**src/rtl/lru_pkg.sv**
```systemverilog
// Shared constants, types and helpers for the LRU page table.
package lru_pkg;

    localparam int MAX_ENTRIES = 16;
    localparam int PAGE_BITS   = 20;
    localparam int CFG_W       = 5;
    localparam int SLOT_W      = 4;
    localparam int STAMP_W     = 32;
    localparam int IDX_W       = (MAX_ENTRIES > 1) ? $clog2(MAX_ENTRIES) : 1;
    localparam int CNT_W       = $clog2(MAX_ENTRIES + 1);

    localparam logic [CFG_W-1:0] CFG_RESET = CFG_W'(16);

    typedef logic [IDX_W-1:0]     t_idx;
    typedef logic [CNT_W-1:0]     t_cnt;
    typedef logic [PAGE_BITS-1:0] t_page;
    typedef logic [STAMP_W-1:0]   t_stamp;

    // Control from the sequencer to the scan unit.
    typedef struct packed {
        logic clear;  // start of a new lookup
        logic chk;    // read data of one entry is present this cycle
        logic last;   // that entry is the last one in use
    } t_scan_ctl;

    // Outcome of the scan.
    typedef struct packed {
        logic done;
        logic hit;
        t_idx chosen;
    } t_scan_res;

    // Entries in use: zero acts as one, oversize clamps to the built capacity.
    function automatic t_cnt used_entries(logic [CFG_W-1:0] cfg);
        t_cnt n;
        if (cfg == '0) begin
            n = CNT_W'(1);
        end else if (32'(cfg) > 32'(MAX_ENTRIES)) begin
            n = CNT_W'(MAX_ENTRIES);
        end else begin
            n = CNT_W'(cfg);
        end
        return n;
    endfunction

endpackage

```
**src/rtl/lru_ram.sv**
```systemverilog
// Generic single-write, single-read RAM with registered read data.
module lru_ram #(
    parameter int WIDTH = 8,
    parameter int DEPTH = 16
) (
    input  logic                                        i_clk,
    input  logic                                        i_we,
    input  logic [((DEPTH > 1) ? $clog2(DEPTH) : 1)-1:0] i_waddr,
    input  logic [WIDTH-1:0]                            i_wdata,
    input  logic                                        i_re,
    input  logic [((DEPTH > 1) ? $clog2(DEPTH) : 1)-1:0] i_raddr,
    output logic [WIDTH-1:0]                            o_rdata
);

    logic [WIDTH-1:0] r_mem [DEPTH];
    logic [WIDTH-1:0] r_rdata;

    always_ff @(posedge i_clk) begin
        if (i_we) begin
            r_mem[i_waddr] <= i_wdata;
        end
        if (i_re) begin
            r_rdata <= r_mem[i_raddr];
        end
    end

    assign o_rdata = r_rdata;

endmodule

```
**src/rtl/lru_scan.sv**
```systemverilog
// Scan unit: tag match, first empty entry and oldest stamp, one entry per cycle.
module lru_scan (
    input  logic              i_clk,
    input  logic              i_rst_n,
    input  lru_pkg::t_scan_ctl i_ctl,
    input  lru_pkg::t_idx     i_idx,
    input  logic              i_entry_valid,
    input  lru_pkg::t_page    i_tag,
    input  lru_pkg::t_stamp   i_stamp,
    input  lru_pkg::t_page    i_page,
    output lru_pkg::t_scan_res o_res
);
    import lru_pkg::*;

    logic   r_have_empty, n_have_empty;
    t_idx   r_empty_idx,  n_empty_idx;
    logic   r_have_min,   n_have_min;
    t_idx   r_min_idx,    n_min_idx;
    t_stamp r_min,        n_min;
    logic   hit_now;

    assign hit_now = i_ctl.chk && i_entry_valid && (i_tag == i_page);

    always_comb begin
        n_have_empty = r_have_empty;
        n_empty_idx  = r_empty_idx;
        n_have_min   = r_have_min;
        n_min_idx    = r_min_idx;
        n_min        = r_min;
        if (i_ctl.chk) begin
            if (!i_entry_valid && !r_have_empty) begin
                n_have_empty = 1'b1;
                n_empty_idx  = i_idx;
            end
            // strict compare keeps the lowest index on equal stamps
            if (i_entry_valid && (!r_have_min || (i_stamp < r_min))) begin
                n_have_min = 1'b1;
                n_min_idx  = i_idx;
                n_min      = i_stamp;
            end
        end
    end

    always_ff @(posedge i_clk) begin
        if (!i_rst_n || i_ctl.clear) begin
            r_have_empty <= 1'b0;
            r_have_min   <= 1'b0;
        end else begin
            r_have_empty <= n_have_empty;
            r_have_min   <= n_have_min;
        end
        r_empty_idx <= n_empty_idx;
        r_min_idx   <= n_min_idx;
        r_min       <= n_min;
    end

    always_comb begin
        o_res.done = i_ctl.chk && (hit_now || i_ctl.last);
        o_res.hit  = hit_now;
        if (hit_now) begin
            o_res.chosen = i_idx;
        end else if (n_have_empty) begin
            o_res.chosen = n_empty_idx;
        end else begin
            o_res.chosen = n_min_idx;
        end
    end

endmodule

```
**src/rtl/lru_page_replacement_core.sv**
```systemverilog
// Top level: sequencer, tag and stamp RAMs, valid bits, counters, output register.
// Sequence: table entries are read and compared one per cycle, then the chosen entry is
//   written, then the result is loaded into the output register; an early hit ends the scan.
// Only one lookup at a time: o_stall is high outside idle, so a new page waits until the
//   result is loaded; a stalled output register holds the sequencer in the load step.
// Reset (synchronous, active low): all entries empty, counters zero, cache_size 16.
// A finished result waits in the output register while the next item is accepted.
module lru_page_replacement_core (
    input  logic                        i_clk,
    input  logic                        i_rst_n,
    input  logic                        i_cfg_valid,
    output logic                        o_cfg_ready,
    input  logic [lru_pkg::CFG_W-1:0]   i_cfg_cache_size,
    input  logic                        i_valid,
    output logic                        o_stall,
    input  logic [lru_pkg::PAGE_BITS-1:0] i_page_number,
    output logic                        o_valid,
    input  logic                        i_stall,
    output logic                        o_fault,
    output logic [lru_pkg::PAGE_BITS-1:0] o_page_out,
    output logic [lru_pkg::SLOT_W-1:0]  o_slot,
    output logic [lru_pkg::STAMP_W-1:0] o_fault_total
);
    import lru_pkg::*;

    localparam logic [1:0] ST_IDLE  = 2'd0;
    localparam logic [1:0] ST_SCAN  = 2'd1;
    localparam logic [1:0] ST_WRITE = 2'd2;
    localparam logic [1:0] ST_PUSH  = 2'd3;

    logic [1:0]             r_state, n_state;
    logic [CFG_W-1:0]       r_cfg;
    logic [MAX_ENTRIES-1:0] r_valid;
    t_stamp                 r_stamp;
    t_stamp                 r_faults;
    t_page                  r_page;
    t_cnt                   r_issue;
    logic                   r_chk_vld;
    t_idx                   r_chk_idx;
    logic                   r_fault;
    t_idx                   r_chosen;

    logic                   r_o_valid;
    logic                   r_o_fault;
    t_page                  r_o_page;
    logic [SLOT_W-1:0]      r_o_slot;
    t_stamp                 r_o_faults;

    t_cnt                   n_used;
    t_idx                   last_idx;
    logic                   in_xfer;
    logic                   out_xfer;
    logic                   rd_en;
    logic                   wr_en;
    t_page                  tag_rd;
    t_stamp                 stamp_rd;
    t_scan_ctl              scan_ctl;
    t_scan_res              scan_res;
    logic [IDX_W+SLOT_W-1:0] slot_ext;

    assign o_cfg_ready = 1'b1;
    assign n_used      = used_entries(r_cfg);
    assign last_idx    = IDX_W'(n_used - CNT_W'(1));
    assign o_stall     = (r_state != ST_IDLE);
    assign in_xfer     = i_valid && !o_stall;
    assign out_xfer    = r_o_valid && !i_stall;
    assign rd_en       = (r_state == ST_SCAN) && (r_issue < n_used);
    assign wr_en       = (r_state == ST_WRITE);

    assign scan_ctl.clear = in_xfer;
    assign scan_ctl.chk   = (r_state == ST_SCAN) && r_chk_vld;
    assign scan_ctl.last  = (r_chk_idx == last_idx);

    lru_ram #(.WIDTH(PAGE_BITS), .DEPTH(MAX_ENTRIES)) u_tag_ram (
        .i_clk   (i_clk),
        .i_we    (wr_en && r_fault),
        .i_waddr (r_chosen),
        .i_wdata (r_page),
        .i_re    (rd_en),
        .i_raddr (r_issue[IDX_W-1:0]),
        .o_rdata (tag_rd)
    );

    lru_ram #(.WIDTH(STAMP_W), .DEPTH(MAX_ENTRIES)) u_stamp_ram (
        .i_clk   (i_clk),
        .i_we    (wr_en),
        .i_waddr (r_chosen),
        .i_wdata (r_stamp),
        .i_re    (rd_en),
        .i_raddr (r_issue[IDX_W-1:0]),
        .o_rdata (stamp_rd)
    );

    lru_scan u_scan (
        .i_clk         (i_clk),
        .i_rst_n       (i_rst_n),
        .i_ctl         (scan_ctl),
        .i_idx         (r_chk_idx),
        .i_entry_valid (r_valid[r_chk_idx]),
        .i_tag         (tag_rd),
        .i_stamp       (stamp_rd),
        .i_page        (r_page),
        .o_res         (scan_res)
    );

    always_comb begin
        n_state = r_state;
        unique case (r_state)
            ST_IDLE:  if (in_xfer) n_state = ST_SCAN;
            ST_SCAN:  if (scan_res.done) n_state = ST_WRITE;
            ST_WRITE: n_state = ST_PUSH;
            ST_PUSH:  if (!r_o_valid || !i_stall) n_state = ST_IDLE;
            default:  n_state = ST_IDLE;
        endcase
    end

    always_ff @(posedge i_clk) begin
        if (!i_rst_n) begin
            r_state   <= ST_IDLE;
            r_cfg     <= CFG_RESET;
            r_valid   <= '0;
            r_stamp   <= '0;
            r_faults  <= '0;
            r_chk_vld <= 1'b0;
            r_o_valid <= 1'b0;
        end else begin
            r_state <= n_state;
            if (i_cfg_valid && o_cfg_ready) begin
                r_cfg <= i_cfg_cache_size;
            end
            r_chk_vld <= rd_en;
            if (wr_en) begin
                r_valid[r_chosen] <= 1'b1;
                r_stamp           <= r_stamp + STAMP_W'(1);
                if (r_fault) begin
                    r_faults <= r_faults + STAMP_W'(1);
                end
            end
            if (r_state == ST_PUSH && (!r_o_valid || !i_stall)) begin
                r_o_valid <= 1'b1;
            end else if (out_xfer) begin
                r_o_valid <= 1'b0;
            end
        end
    end

    // Datapath registers, no reset needed
    always_ff @(posedge i_clk) begin
        if (in_xfer) begin
            r_page  <= i_page_number;
            r_issue <= '0;
        end else if (rd_en) begin
            r_issue <= r_issue + CNT_W'(1);
        end
        if (rd_en) begin
            r_chk_idx <= r_issue[IDX_W-1:0];
        end
        if (r_state == ST_SCAN && scan_res.done) begin
            r_fault  <= !scan_res.hit;
            r_chosen <= scan_res.chosen;
        end
        if (r_state == ST_PUSH && (!r_o_valid || !i_stall)) begin
            r_o_fault  <= r_fault;
            r_o_page   <= r_page;
            r_o_slot   <= slot_ext[SLOT_W-1:0];
            r_o_faults <= r_faults;
        end
    end

    assign slot_ext = {{SLOT_W{1'b0}}, r_chosen};

    assign o_valid       = r_o_valid;
    assign o_fault       = r_o_fault;
    assign o_page_out    = r_o_page;
    assign o_slot        = r_o_slot;
    assign o_fault_total = r_o_faults;

    a_fault_count: assert property (@(posedge i_clk) disable iff (!i_rst_n)
        (r_state == ST_WRITE && r_fault) |=> (r_faults == $past(r_faults) + STAMP_W'(1)))
        else $error("fault counter did not advance on a fault");

    a_hit_no_count: assert property (@(posedge i_clk) disable iff (!i_rst_n)
        (r_state == ST_WRITE && !r_fault) |=> $stable(r_faults))
        else $error("fault counter moved on a hit");

    a_slot_in_use: assert property (@(posedge i_clk) disable iff (!i_rst_n)
        (r_state == ST_WRITE) |-> (CNT_W'(r_chosen) < n_used))
        else $error("chosen entry outside the entries in use");

    a_slot_valid: assert property (@(posedge i_clk) disable iff (!i_rst_n)
        (r_state == ST_WRITE) |=> r_valid[$past(r_chosen)])
        else $error("written entry not marked valid");

    a_out_from_push: assert property (@(posedge i_clk) disable iff (!i_rst_n)
        $rose(o_valid) |-> ($past(r_state) == ST_PUSH))
        else $error("result presented outside the load step");

endmodule

```
**config.mk**
```make
export PLATFORM = sky130hd
export DESIGN_NAME = lru_page_replacement_core
export DESIGN_NICKNAME = d
export VERILOG_FILES = /design/src/rtl/lru_pkg.sv /design/src/rtl/lru_ram.sv /design/src/rtl/lru_scan.sv /design/src/rtl/lru_page_replacement_core.sv
export SDC_FILE = /design/constraint.sdc
export NUM_CORES = 1
export LEC_CHECK = 0
export ABC_AREA = 1
export BUFFER_PORTS_ARGS = -buffer_cell sky130_fd_sc_hd__buf_4
export CORE_MARGIN = 3
export CORE_UTILIZATION = 60
export CTS_CLUSTER_DIAMETER = 100
export DETAILED_ROUTE_END_ITERATION = 10
export GPL_ROUTABILITY_DRIVEN = 0
export PLACE_DENSITY = 0.82
export REMOVE_ABC_BUFFERS = 1
export SLEW_MARGIN = 20
export SYNTH_ARGS = -nofsm -noshare
export SYNTH_HDL_FRONTEND = slang
export SYNTH_SLANG_ARGS = --single-unit
```
**constraint.sdc**
```tcl
create_clock -name i_clk -period 5.5 [get_ports i_clk]
set_clock_uncertainty 0.2 [all_clocks]
set_input_delay 1.65 -clock i_clk [delete_from_list [all_inputs] [get_ports i_clk]]
set_output_delay 1.65 -clock i_clk [all_outputs]
set_load 0.05 [all_outputs]
```
== Word level (Yosys, flattened, before mapping) ==
Memory sizes are Yosys's and may differ from the RTL's. A register that Yosys moved wholly into a read port is not among the register bits.
Index checks and enable logic that the tools add are counted.

* Register bits: 222
* Memory bits (writable): 832
* Input bits: 30
* Output and inout port bits: 60
* Memories kept: 2

{| class="wikitable"
|+ Memory list
! name !! words !! width !! rd ports !! clocked after Yosys merged registers in !! wr ports !! line !! text
|-
| u_stamp_ram.r_mem || 16 || 32 || 1 || 1 || 1 || lru_ram.sv:15 || <nowiki>logic [WIDTH-1:0] r_mem [DEPTH];</nowiki>
|-
| u_tag_ram.r_mem || 16 || 20 || 1 || 1 || 1 || lru_ram.sv:15 ||
|}

* Add/sub/neg operators: 4
* $lt $le $gt $ge: 6
* Equality and inequality tests: 8
* Muxes and demuxes: 24
* Bitwise logic cells: 1
* Reduce and logical (&&, ||, !) cells: 32

{| class="wikitable"
|+ Operator list
! cell !! number
|-
| 32-bit by 1-bit adder with 32-bit output, second input constant || 2
|-
| 32-bit less-than comparator || 1
|-
| 4-bit 2-to-1 mux || 6
|-
| 20-bit == test || 1
|-
| 16-bit bitwise OR || 1
|-
| 1-bit logical AND || 13
|-
| 4-bit by 5-bit less-than comparator with 1-bit output, second input constant || 2
|-
| 1-bit 2-to-1 mux || 10
|-
| 5-bit 2-to-1 mux || 2
|-
| 1-bit zero test || 8
|-
| 2-bit one-hot mux with 4 select lines || 1
|-
| 2-bit 2-to-1 mux || 3
|-
| 2-bit != test, second input constant || 3
|-
| 5-bit by 1-bit adder with 5-bit output, second input constant || 1
|-
| 5-bit > comparator, second input constant || 1
|-
| 5-bit zero test || 1
|-
| 5-bit less-than comparator || 1
|-
| 1-bit binary-select mux with 4-bit select || 1
|-
| 1-bit demux with 4-bit select || 1
|-
| 2-bit == test, second input constant || 2
|-
| 4-bit == test || 1
|-
| 4-bit by 1-bit greater-or-equal comparator with 1-bit output, second input constant || 1
|-
| 1-bit logical OR || 4
|-
| 2-bit AND reduction || 2
|-
| 5 further kinds || 6
|}

== Depth between registers and ports, before layout ==
Gate-level depths: netlist of the first run.

* Depth in word-level cells: 9
* Gate-level depth with buffers: 18

== By module ==
Synthesis of the first run repeated with hierarchy kept, for this count alone.

* Cell total of the unflattened synthesis: 4591
* Area, all modules: 47535.6 um2

{| class="wikitable"
|+ By module, submodules not included
! module !! times used !! cells an instance !! area each (um2) !! seq. area each (um2)
|-
| lru_ram at u_stamp_ram || 1 || 2120 || 23050.9 || 16335.7
|-
| lru_ram at u_tag_ram || 1 || 1336 || 14392.6 || 10209.8
|-
| lru_page_replacement_core || 1 || 835 || 7505.9 || 4464.3
|-
| lru_scan || 1 || 300 || 2586.2 || 1161.1
|}

== Least setup slack after synthesis of the first run ==
Ideal clock, no wire load.

* Path type: input -> register
* Start: input port i_stall
* End: register r_o_fault (netlist: o_fault) (enable)
* Library setup time: 0.491 ns
* Arrival time: 4.447 ns
* Path slack: 0.362 ns
* Stages: 1
* Path buffers: 0
* Cells stage by stage: a21oi_1

* Word-level cells in the longest chain between the ends: 3

{| class="wikitable"
|+ RTL lines
! what !! line !! text
|-
| start, declared || lru_page_replacement_core.sv:18 || <nowiki>input logic i_stall,</nowiki>
|-
| 1-bit zero test || lru_page_replacement_core.sv:162 || <nowiki>if (r_state == ST_PUSH && (!r_o_valid || !i_stall)) begin</nowiki>
|-
| 1-bit logical OR || lru_page_replacement_core.sv:162 ||
|-
| 1-bit logical AND || lru_page_replacement_core.sv:162 ||
|-
| end signal, assigned || lru_page_replacement_core.sv:163 || <nowiki>r_o_fault <= r_fault;</nowiki>
|-
| end, declared || lru_page_replacement_core.sv:44 || <nowiki>logic r_o_fault;</nowiki>
|}

No other way between the ends.
A chain may end at the register's enable or synchronous reset.

== Worst setup path after layout of the first run ==
* Start: register r_issue[0]
* End: register u_stamp_ram.r_rdata[29] (netlist: u_stamp_ram.o_rdata[29]) (read register of u_stamp_ram.r_mem) (enable)

* Word-level cells in the longest chain between the ends: 2

{| class="wikitable"
|+ RTL lines
! what !! line !! text
|-
| start, declared || lru_page_replacement_core.sv:37 || <nowiki>t_cnt r_issue;</nowiki>
|-
| start signal, assigned || lru_page_replacement_core.sv:153 || <nowiki>r_issue <= r_issue + CNT_W'(1);</nowiki>
|-
| 5-bit less-than comparator || lru_page_replacement_core.sv:67 || <nowiki>assign rd_en = (r_state == ST_SCAN) && (r_issue < n_used);</nowiki>
|-
| 1-bit logical AND || lru_page_replacement_core.sv:67 ||
|-
| via rd_en || lru_page_replacement_core.sv:53 || <nowiki>logic rd_en;</nowiki>
|-
| end, declared || lru_ram.sv:16 || <nowiki>logic [WIDTH-1:0] r_rdata;</nowiki>
|}

The timed path passes the listed nets, and every way through them passes these cells.

==> results of run 1 <==
==> placed cells by master (no fill, tap or decap), types with 5 or more instances in the layout <==
master      instances
a21oi_1            62
a31oi_1             6
buf_4             136
bufinv_16          11
clkbuf_1           16
clkbuf_16         105
clkinv_1           27
clkinv_2           20
clkinvlp_4          5
dfxtp_1           101
edfxtp_1         1002
ha_1               44
inv_1             142
inv_2               8
nand2_1           279
nand2_2             6
nand3_1           132
nand4_1            19
nor2_1            554
nor2_2             18
nor2_4             21
nor3_1             23
nor4_1             12
o211ai_1           23
o21a_1              7
o21ai_0           464
o221ai_1           84
o22ai_1           127
xnor2_1            16
xor2_1             16
==> metal layers <==
layer  GRT usage [%]  wire length, um  share of wire, %
met5               0                0                 0
met4            12.2             4150               3.9
met3            5.65            12300                12
met2            45.2            51400                48
met1            37.4            38700                36
==> per-stage QoR <==
stage | util [%] | setup slack [ns] | setup TNS, ns | hold WS (ns) | area [um2]
4_1_cts | 68.4 | 1.77 | 0 | 0.243 | 48400
6_report | 68.4 | 1.69 | 0 | 0.245 | 48400
3_3_place_gp | 63.6 | 1.88 | 0 | 0.225 | 45000
3_5_place_dp | 63.6 | 1.80 | 0 | 0.228 | 45000
2_1_floorplan | - | -13.59 | -1499.28 | 0.208 | 42600
5_1_grt | 68.4 | 1.52 | 0 | 0.264 | 48400
==> final cells by class <==
class	instances	area (um2)
clock buffers	122	2700
clock inverters	70	681
fillers	4432	22400
inverters	154	589
multi-input cells	1939	10000
flip-flops and latches	1106	32200
well taps	940	1180
repair buffers	138	1060
==> tightest hold or removal path: stages, from the launching register on <==
cell,delay [ns]
dfxtp_1,0.31
nand2_1,0.06
nand2_1,0.05
==> state kept, by name, summed over array words and instances (netlist names), 2 cells and up <==
signal,count
r_state,2
r_faults,32
r_page,20
o_slot,4
u_tag_ram.o_rdata,20
r_valid,16
r_chosen,4
u_scan.r_min,32
o_fault_total,32
u_tag_ram.r_mem,320
u_stamp_ram.o_rdata,32
u_stamp_ram.r_mem,512
u_scan.r_min_idx,4
r_chk_idx,4
r_issue,5
r_stamp,32
o_page_out,20
u_scan.r_empty_idx,4
r_cfg,5
==> kinds of logic after synthesis <==
family,share of synthesized area [%]
buffers and inverters,2.98
adder cells (fa/ha/maj),1.27
XOR/XNOR,0.648
AND/OR/NAND/NOR,10.4
AO/OA/AOI/OAI,10.3
other,0.00867
flip-flops,74.3
==> power by group through the flow <==
stage | logic [mW] | clock network (mW) | registers (mW)
finish | 3.99 | 7.10 | 10.3
global route | 4.38 | 7.47 | 10.3
CTS | 3.93 | 7.14 | 10.3
detailed placement | 3.85 | 0 | 10.4
global placement | 3.68 | 0 | 10.4
floorplan | 2.50 | 0 | 10.6
==> worst max path at each step <==
stage                                   end        from  slack (ns)
global placement     u_stamp_ram.o_rdata[7]  r_issue[0]        1.88
global route        u_stamp_ram.o_rdata[29]  r_issue[0]        1.52
finish              u_stamp_ram.o_rdata[29]  r_issue[0]        1.69
detailed placement   u_stamp_ram.o_rdata[5]  r_issue[0]        1.80
floorplan                        r_issue[3]  r_issue[0]      -13.59
CTS                 u_stamp_ram.o_rdata[29]  r_issue[0]        1.77
==> PnR_summary.wiki, run 1 <==
{| class="wikitable"
! Metric !! Value
|-
| Total power || 21.4 mW
|-
| Number of buffers inserted during clock tree synthesis || 103
|-
| CP max stage delay || 0.89 ns
|-
| Portion of the post-synthesis area used by sequential elements || 74.3%
|-
| Maximum number of buffers from clock root to sink || 3
|-
| Cell leakage power || 16.6 nW
|-
| Combinational power share || 18.7%
|-
| Total Wirelength || 107000 um
|-
| Final routed DRC violation total || 0
|-
| Worst Min Path Start || u_scan.r_min_idx[1]
|-
| Buffer type at the clock tree root || clkbuf_16
|-
| Sum of buffers and inverters on the critical path || 3
|-
| Vertical extent of the die || 275 um
|-
| Final clock period utilization by the worst path || 69.3%
|-
| Total vias in the final route || 28.4k
|-
| Power per standard cell area || 442 mW/mm2
|-
| Count of flip-flops with a built-in enable after synthesis || 1002
|-
| Number of ports placed on the die boundary || 90
|-
| Final count of negative-setup-slack endpoints || 0
|-
| FF-to-FF End || u_stamp_ram.o_rdata[29]
|-
| Final instance count without filler cells || 4469
|-
| Number of H-tree levels || 3
|-
| Slew at the pin closest to its max-slew limit || 1.17 ns
|-
| Warnings, synthesis || 0
|-
| Hold Path Sink || u_scan.r_min_idx[1]
|-
| Number of cells in the design after placement || 4277
|-
| Post-cts hold buffer count || 0
|-
| Post-Syn Instances || 3379
|-
| Sinks on the clock net || 1106
|-
| Worst setup SP type || flop
|-
| DPL Wire Length || 54100 um
|-
| Hold Crit Class || reg2reg
|-
| Antenna fix cells || 0
|-
| Worst Path Required || 5.65 ns
|-
| Arrival time at the worst endpoint || 3.96 ns
|-
| Overall track demand over capacity in global routing || 28.0%
|-
| Number of antenna violations at the first check in global routing || 0
|-
| Total of flip-flops plus latches after synthesis || 1106
|-
| Clock tree from TritonCTS || yes
|-
| Largest area contributor in the netlist || edfxtp_1
|-
| Total overflow reported by the global router || 0
|-
| Global-route wire length before repair || 160000 um
|-
| Cell with the largest stage delay on the worst path || dfxtp_4
|-
| Port Buffer Count || 88
|-
| Post-layout min period || 3.81 ns
|-
| Startpoint-to-endpoint class of the critical path || reg2reg
|-
| Post-synthesis instance area || 0.0433 mm2
|-
| RSZ-0062 raised after global routing || no
|-
| Post-CTS repair timing setup buffer count || 0
|-
| Fin. max-slew vios || 0
|-
| Run status || finished, final reports clean
|-
| Clock share of power || 33.2%
|-
| Largest fanout on the critical path || 162
|-
| Slew margin rel. || 21.7%
|-
| Max-cap check violation count || 0
|-
| Cell types occupying the most area after synthesis || edfxtp_1 (70%), o21ai_0 (5.4%), nor2_1 (5.1%)
|-
| Peak supply drop || 0.364 mV
|-
| Distinct cell type count after synthesis || 43
|-
| Worst R2R Start || r_issue[0]
|-
| Number of cell instances on the worst register-to-register path || 6
|-
| Standard cell core area || 0.0708 mm2
|-
| Largest net degree at the start of global routing || 206
|-
| Most used flip-flop cell after synthesis || edfxtp_1
|-
| Register share of total power || 48.1%
|-
| Worst skew pair latency || 0.67 ns
|-
| Detail-routed via count per cell || 6.36
|-
| Delay-heaviest family, CP || buffers and inverters
|-
| Fraction of final layout cells sized beyond drive strength 1 || 10.3%
|-
| Mean cell area of the mapped netlist || 12.8 um2
|-
| Site row count || 97
|-
| Highest clock rate || 0.262 GHz
|-
| Switching share of total power || 29.9%
|-
| Layout Area Growth over Synthesis || 11.8%
|-
| Critical path capture point type || flop
|-
| Die Wd || 275 um
|-
| Initial detailed-routing violation count || 3862
|-
| Area of the die || 0.0754 mm2
|-
| Crit path depth || 6
|-
| Antenna-violating nets left || 0
|-
| Most common cell in the synthesized netlist || edfxtp_1
|-
| Resized cells post-CTS || 0
|-
| Effective utilization at floorplan || 61.2%
|-
| Reported net switching power || 6.39 mW
|-
| Setup slack of the worst register-to-register path || 1.69 ns
|-
| CP cell instances || inv_8 > nand2_1 > nand4_1 > nand3_1 > clkinv_2 > buf_4
|-
| NumNets Final || 3516
|-
| Async set-or-reset flop fraction in the synthesized netlist || 0%
|-
| Routed wirelength normalized by instance count || 23.8 um
|-
| Hold Crit Depth || 2
|-
| Vias in the first global route || 27.8k
|-
| Yosys top cell area share || 69.5%
|-
| Clock transition time at the flip-flop clock pins of the worst setup and hold paths || 0.07 ns
|-
| Internal power contribution || 15.0 mW
|-
| Cell types with the highest counts after synthesis || edfxtp_1 (1002), nor2_1 (584), o21ai_0 (464)
|-
| 1st-pass router iterations || 6
|-
| Number of failing hold endpoints at the final stage || 0
|}
(Power assumes the default switching activity.)
==> inputs of run 2 (changes only) <==
ABC_AREA = 0   (was 1)
CORE_UTILIZATION = 56   (was 60)
PLACE_DENSITY = 0.8   (was 0.82)
clock period = 3.3 ns   (was 5.5 ns; I/O delays follow)
==> run 2 against run 1 <==
Clock power rose by 69%. Power grew 59%. Global-route usage fell by 4.0 points. Cell count down 27%. Sequential share of layout area grew 0.28 points. First-iteration DRC count down 48%. Combinational power grew 34%. Highest routed layer is now met5.
==> PnR_summary.wiki, run 2 <==
{| class="wikitable"
! Metric !! Value
|-
| Number of filler cells placed in the layout || 4458
|-
| Worst R2R Start || r_state[0]
|-
| Number of cell instances on the worst register-to-register path || 10
|-
| Mean cell area of the mapped netlist || 21.1 um2
|-
| Register share of total power || 49.1%
|-
| Final instance count without filler cells || 3247
|-
| Total cell area at the placement stage || 0.0447 mm2
|-
| Layout Area Growth over Synthesis || 14.3%
|-
| Arrival time at the worst endpoint || 3.58 ns
|-
| Vertical extent of the die || 280 um
|-
| Sum of negative setup slack || 0 ns
|-
| Area of the die || 0.0786 mm2
|-
| Slew at the pin closest to its max-slew limit || 0.866 ns
|-
| Global-route wire length before repair || 139000 um
|-
| Port Buffer Count || 88
|-
| Number of antenna violations at the first check in global routing || 1
|-
| Final clock period utilization by the worst path || 97.4%
|-
| Final Hold Slack || 0.260 ns
|-
| CP cell instances || inv_1 > ha_1 > and4_1 > and4_1 > nand3_1 > nor3_1 > buf_4 > nand3_1 > xnor2_1 > and2_1
|-
| Pre-CTS setup slack || 0.194 ns
|-
| Largest area contributor in the netlist || edfxtp_1
|-
| 1st-pass router iterations || 5
|-
| Largest fanout on the critical path || 6
|-
| Initial detailed-routing violation count || 2027
|-
| Antenna fix cells || 0
|-
| Number of cells in the design after placement || 3054
|-
| NumNets Final || 2274
|-
| Critical path capture point type || flop
|-
| Post-layout min period || 3.21 ns
|-
| Clock transition time at the flip-flop clock pins of the worst setup and hold paths || 0.07 ns
|-
| Cell with the largest stage delay on the worst path || ha_1
|-
| CP max stage delay || 0.50 ns
|-
| FF-to-FF End || r_stamp[25]
|-
| RSZ-0062 raised after global routing || no
|-
| Overall track demand over capacity in global routing || 24.0%
|-
| Most frequent standard cell in the layout excluding fill and tap cells || edfxtp_1
|-
| Total power || 34.1 mW
|-
| Effective utilization at floorplan || 57.1%
|-
| Post-Syn Instances || 1999
|-
| Total Wirelength || 92800 um
|-
| Maximum number of buffers from clock root to sink || 3
|-
| Combinational power share || 15.7%
|-
| Startpoint-to-endpoint class of the critical path || reg2reg
|-
| Peak supply drop || 0.559 mV
|-
| Run status || finished, final reports clean
|-
| Slew margin rel. || 41.7%
|-
| Cell area after layout || 0.0482 mm2
|-
| Final count of negative-setup-slack endpoints || 0
|-
| Number of flip-flops under the largest register name || 512
|-
| Detail-routed via count per cell || 6.34
|-
| Standard cell core area || 0.0738 mm2
|-
| Number of H-tree levels || 3
|-
| Die Wd || 280 um
|-
| Total overflow reported by the global router || 0
|-
| Worst skew pair latency || 0.67 ns
|-
| Internal power contribution || 25.7 mW
|-
| Routed wirelength normalized by instance count || 28.6 um
|-
| Fin. max-slew vios || 0
|-
| Most common cell in the synthesized netlist || edfxtp_1
|-
| Buffer type at the clock tree root || clkbuf_16
|-
| Antenna-violating nets left || 0
|-
| Number of failing hold endpoints at the final stage || 0
|-
| Highest clock rate || 0.311 GHz
|-
| Cell leakage power || 15.7 nW
|-
| Leading cell types in the layout, fill and taps excluded || edfxtp_1 (1002), mux4_2 (265), buf_4 (162)
|-
| Cell types with the highest counts after synthesis || edfxtp_1 (1002), mux4_2 (265), dfxtp_1 (104)
|-
| Fraction of final layout cells sized beyond drive strength 1 || 27.8%
|-
| Setup slack of the worst register-to-register path || 0.09 ns
|-
| Switching share of total power || 24.5%
|-
| Delay-heaviest family, CP || simple AND/OR/NAND/NOR gates
|-
| Clock share of power || 35.3%
|-
| Max-cap check violation count || 0
|-
| Number of buffers inserted during clock tree synthesis || 103
|-
| DPL Wire Length || 48100 um
|-
| Reported net switching power || 8.34 mW
|-
| Count of flip-flops with a built-in enable after synthesis || 1002
|-
| Final routed DRC violation total || 0
|-
| Most used flip-flop cell after synthesis || edfxtp_1
|-
| Cell types occupying the most area after synthesis || edfxtp_1 (71%), mux4_2 (14%), dfxtp_1 (4.9%)
|-
| Total of flip-flops plus latches after synthesis || 1106
|-
| Site row count || 99
|-
| Vias in the first global route || 21.6k
|-
| Largest registers || u_stamp_ram.r_mem x512, u_tag_ram.r_mem x320
|-
| Reg with most FFs || u_stamp_ram.r_mem
|-
| Post-synthesis instance area || 0.0422 mm2
|-
| Clock tree from TritonCTS || yes
|-
| Hold Crit Class || reg2reg
|-
| Hold Path Sink || u_scan.r_min[8]
|-
| Async set-or-reset flop fraction in the synthesized netlist || 0%
|-
| Worst Path Required || 3.67 ns
|-
| Warnings, synthesis || 0
|-
| Distinct cell type count after synthesis || 52
|-
| Sum of buffers and inverters on the critical path || 2
|-
| Largest net degree at the start of global routing || 116
|-
| Portion of the post-synthesis area used by sequential elements || 76.3%
|-
| Power per standard cell area || 707 mW/mm2
|-
| Sinks on the clock net || 1106
|-
| Post-CTS repair timing setup buffer count || 0
|-
| Worst Min Path Start || u_stamp_ram.o_rdata[8]
|-
| Final design utilization || 65.3%
|-
| Total vias in the final route || 20.6k
|-
| Yosys top cell area share || 71.3%
|-
| Worst setup SP type || flop
|-
| Hold Crit Depth || 0
|-
| Final critical-path setup slack || 0.0859 ns
|-
| Number of ports placed on the die boundary || 90
|}
-- run 2: cell count changes in the layout (fill, tap and decap cells not counted), sizes merged, moves of 39 or more --
cell and change:
o21ai -448, a21oi -52, buf +39, xnor2 +45, nand3 -101, mux4 +265
and2 +74, o221ai -84, nand2 -236, nor2 -562, inv -104, o22ai -127
-- run 2: kinds of logic after synthesis --
| logic type | after synthesis | synth area share [%] |
|---|---|---|
| AO/OA/AOI/OAI | 82 | 1.36 |
| XOR/XNOR | 81 | 1.68 |
| adder cells (fa/ha/maj) | 44 | 1.31 |
| buffers and inverters | 127 | 1.16 |
| flip-flops | 1106 | 76.3 |
| multiplexers | 284 | 14.6 |
| other | 1 | 0.00889 |
| AND/OR/NAND/NOR | 274 | 3.58 |
-- run 2: what timing repair did --
| action | in CTS | in global routing |
|---|---|---|
| resized for setup | 0 | 1 |
| hold buffers | 0 | 0 |
| setup endpoints to repair | 0 | 23 |
-- run 2: worst max-delay path by stage --
stage | start | end | slack [ns] | cells past startpoint
final | r_state[0] | r_stamp[25] | 0.09 | 10
after global routing | r_state[0] | r_faults[30] | 0.03 | 9
after CTS | u_stamp_ram.o_rdata[5] | u_scan.r_min[1] | 0.15 | 7
after detailed placement | r_state[0] | r_stamp[25] | 0.19 | 10
after global placement | u_stamp_ram.o_rdata[8] | u_scan.r_min[15] | 0.25 | 7
after floorplan | r_issue[0] | r_issue[3] | -7.03 | 7
-- run 2: routing by layer --
layer  wire (um)  global-route usage (%)  vias up
met5          12                       0        -
met4        3240                    9.69        2
met3        6800                    3.70      207
met2       49300                    41.9     1064
met1       33500                    30.6    10800
li1            -                       -     8522
-- run 2: layout make-up --
type	instances	area (um2)	area share (%)
clock buffer	135	2860	5.94
clock inverter	58	599	1.24
inverter	46	173	0.358
multi-input combinational	766	9650	20.0
sequential	1106	32200	66.8
tap	959	1200	2.49
timing repair buffer	177	1520	3.15
-- run 2: worst register-to-register path, stage by stage (launching register included) --
cell and delay (ns):
dfxtp_1 0.35, inv_1 0.12, ha_1 0.50, and4_1 0.39, and4_1 0.37, nand3_1 0.25, nor3_1 0.28, buf_4 0.20
nand3_1 0.11, xnor2_1 0.18, and2_1 0.18
-- run 2: power by group through the flow --
stage	Clock [mW]	Sequential (mW)	Combinational [mW]
6_report	12.0	16.7	5.33
5_1_grt	12.7	16.8	5.66
4_1_cts	12.1	16.7	5.42
3_5_place_dp	0	17.0	5.30
3_3_place_gp	0	16.9	5.15
2_1_floorplan	0	17.3	2.92
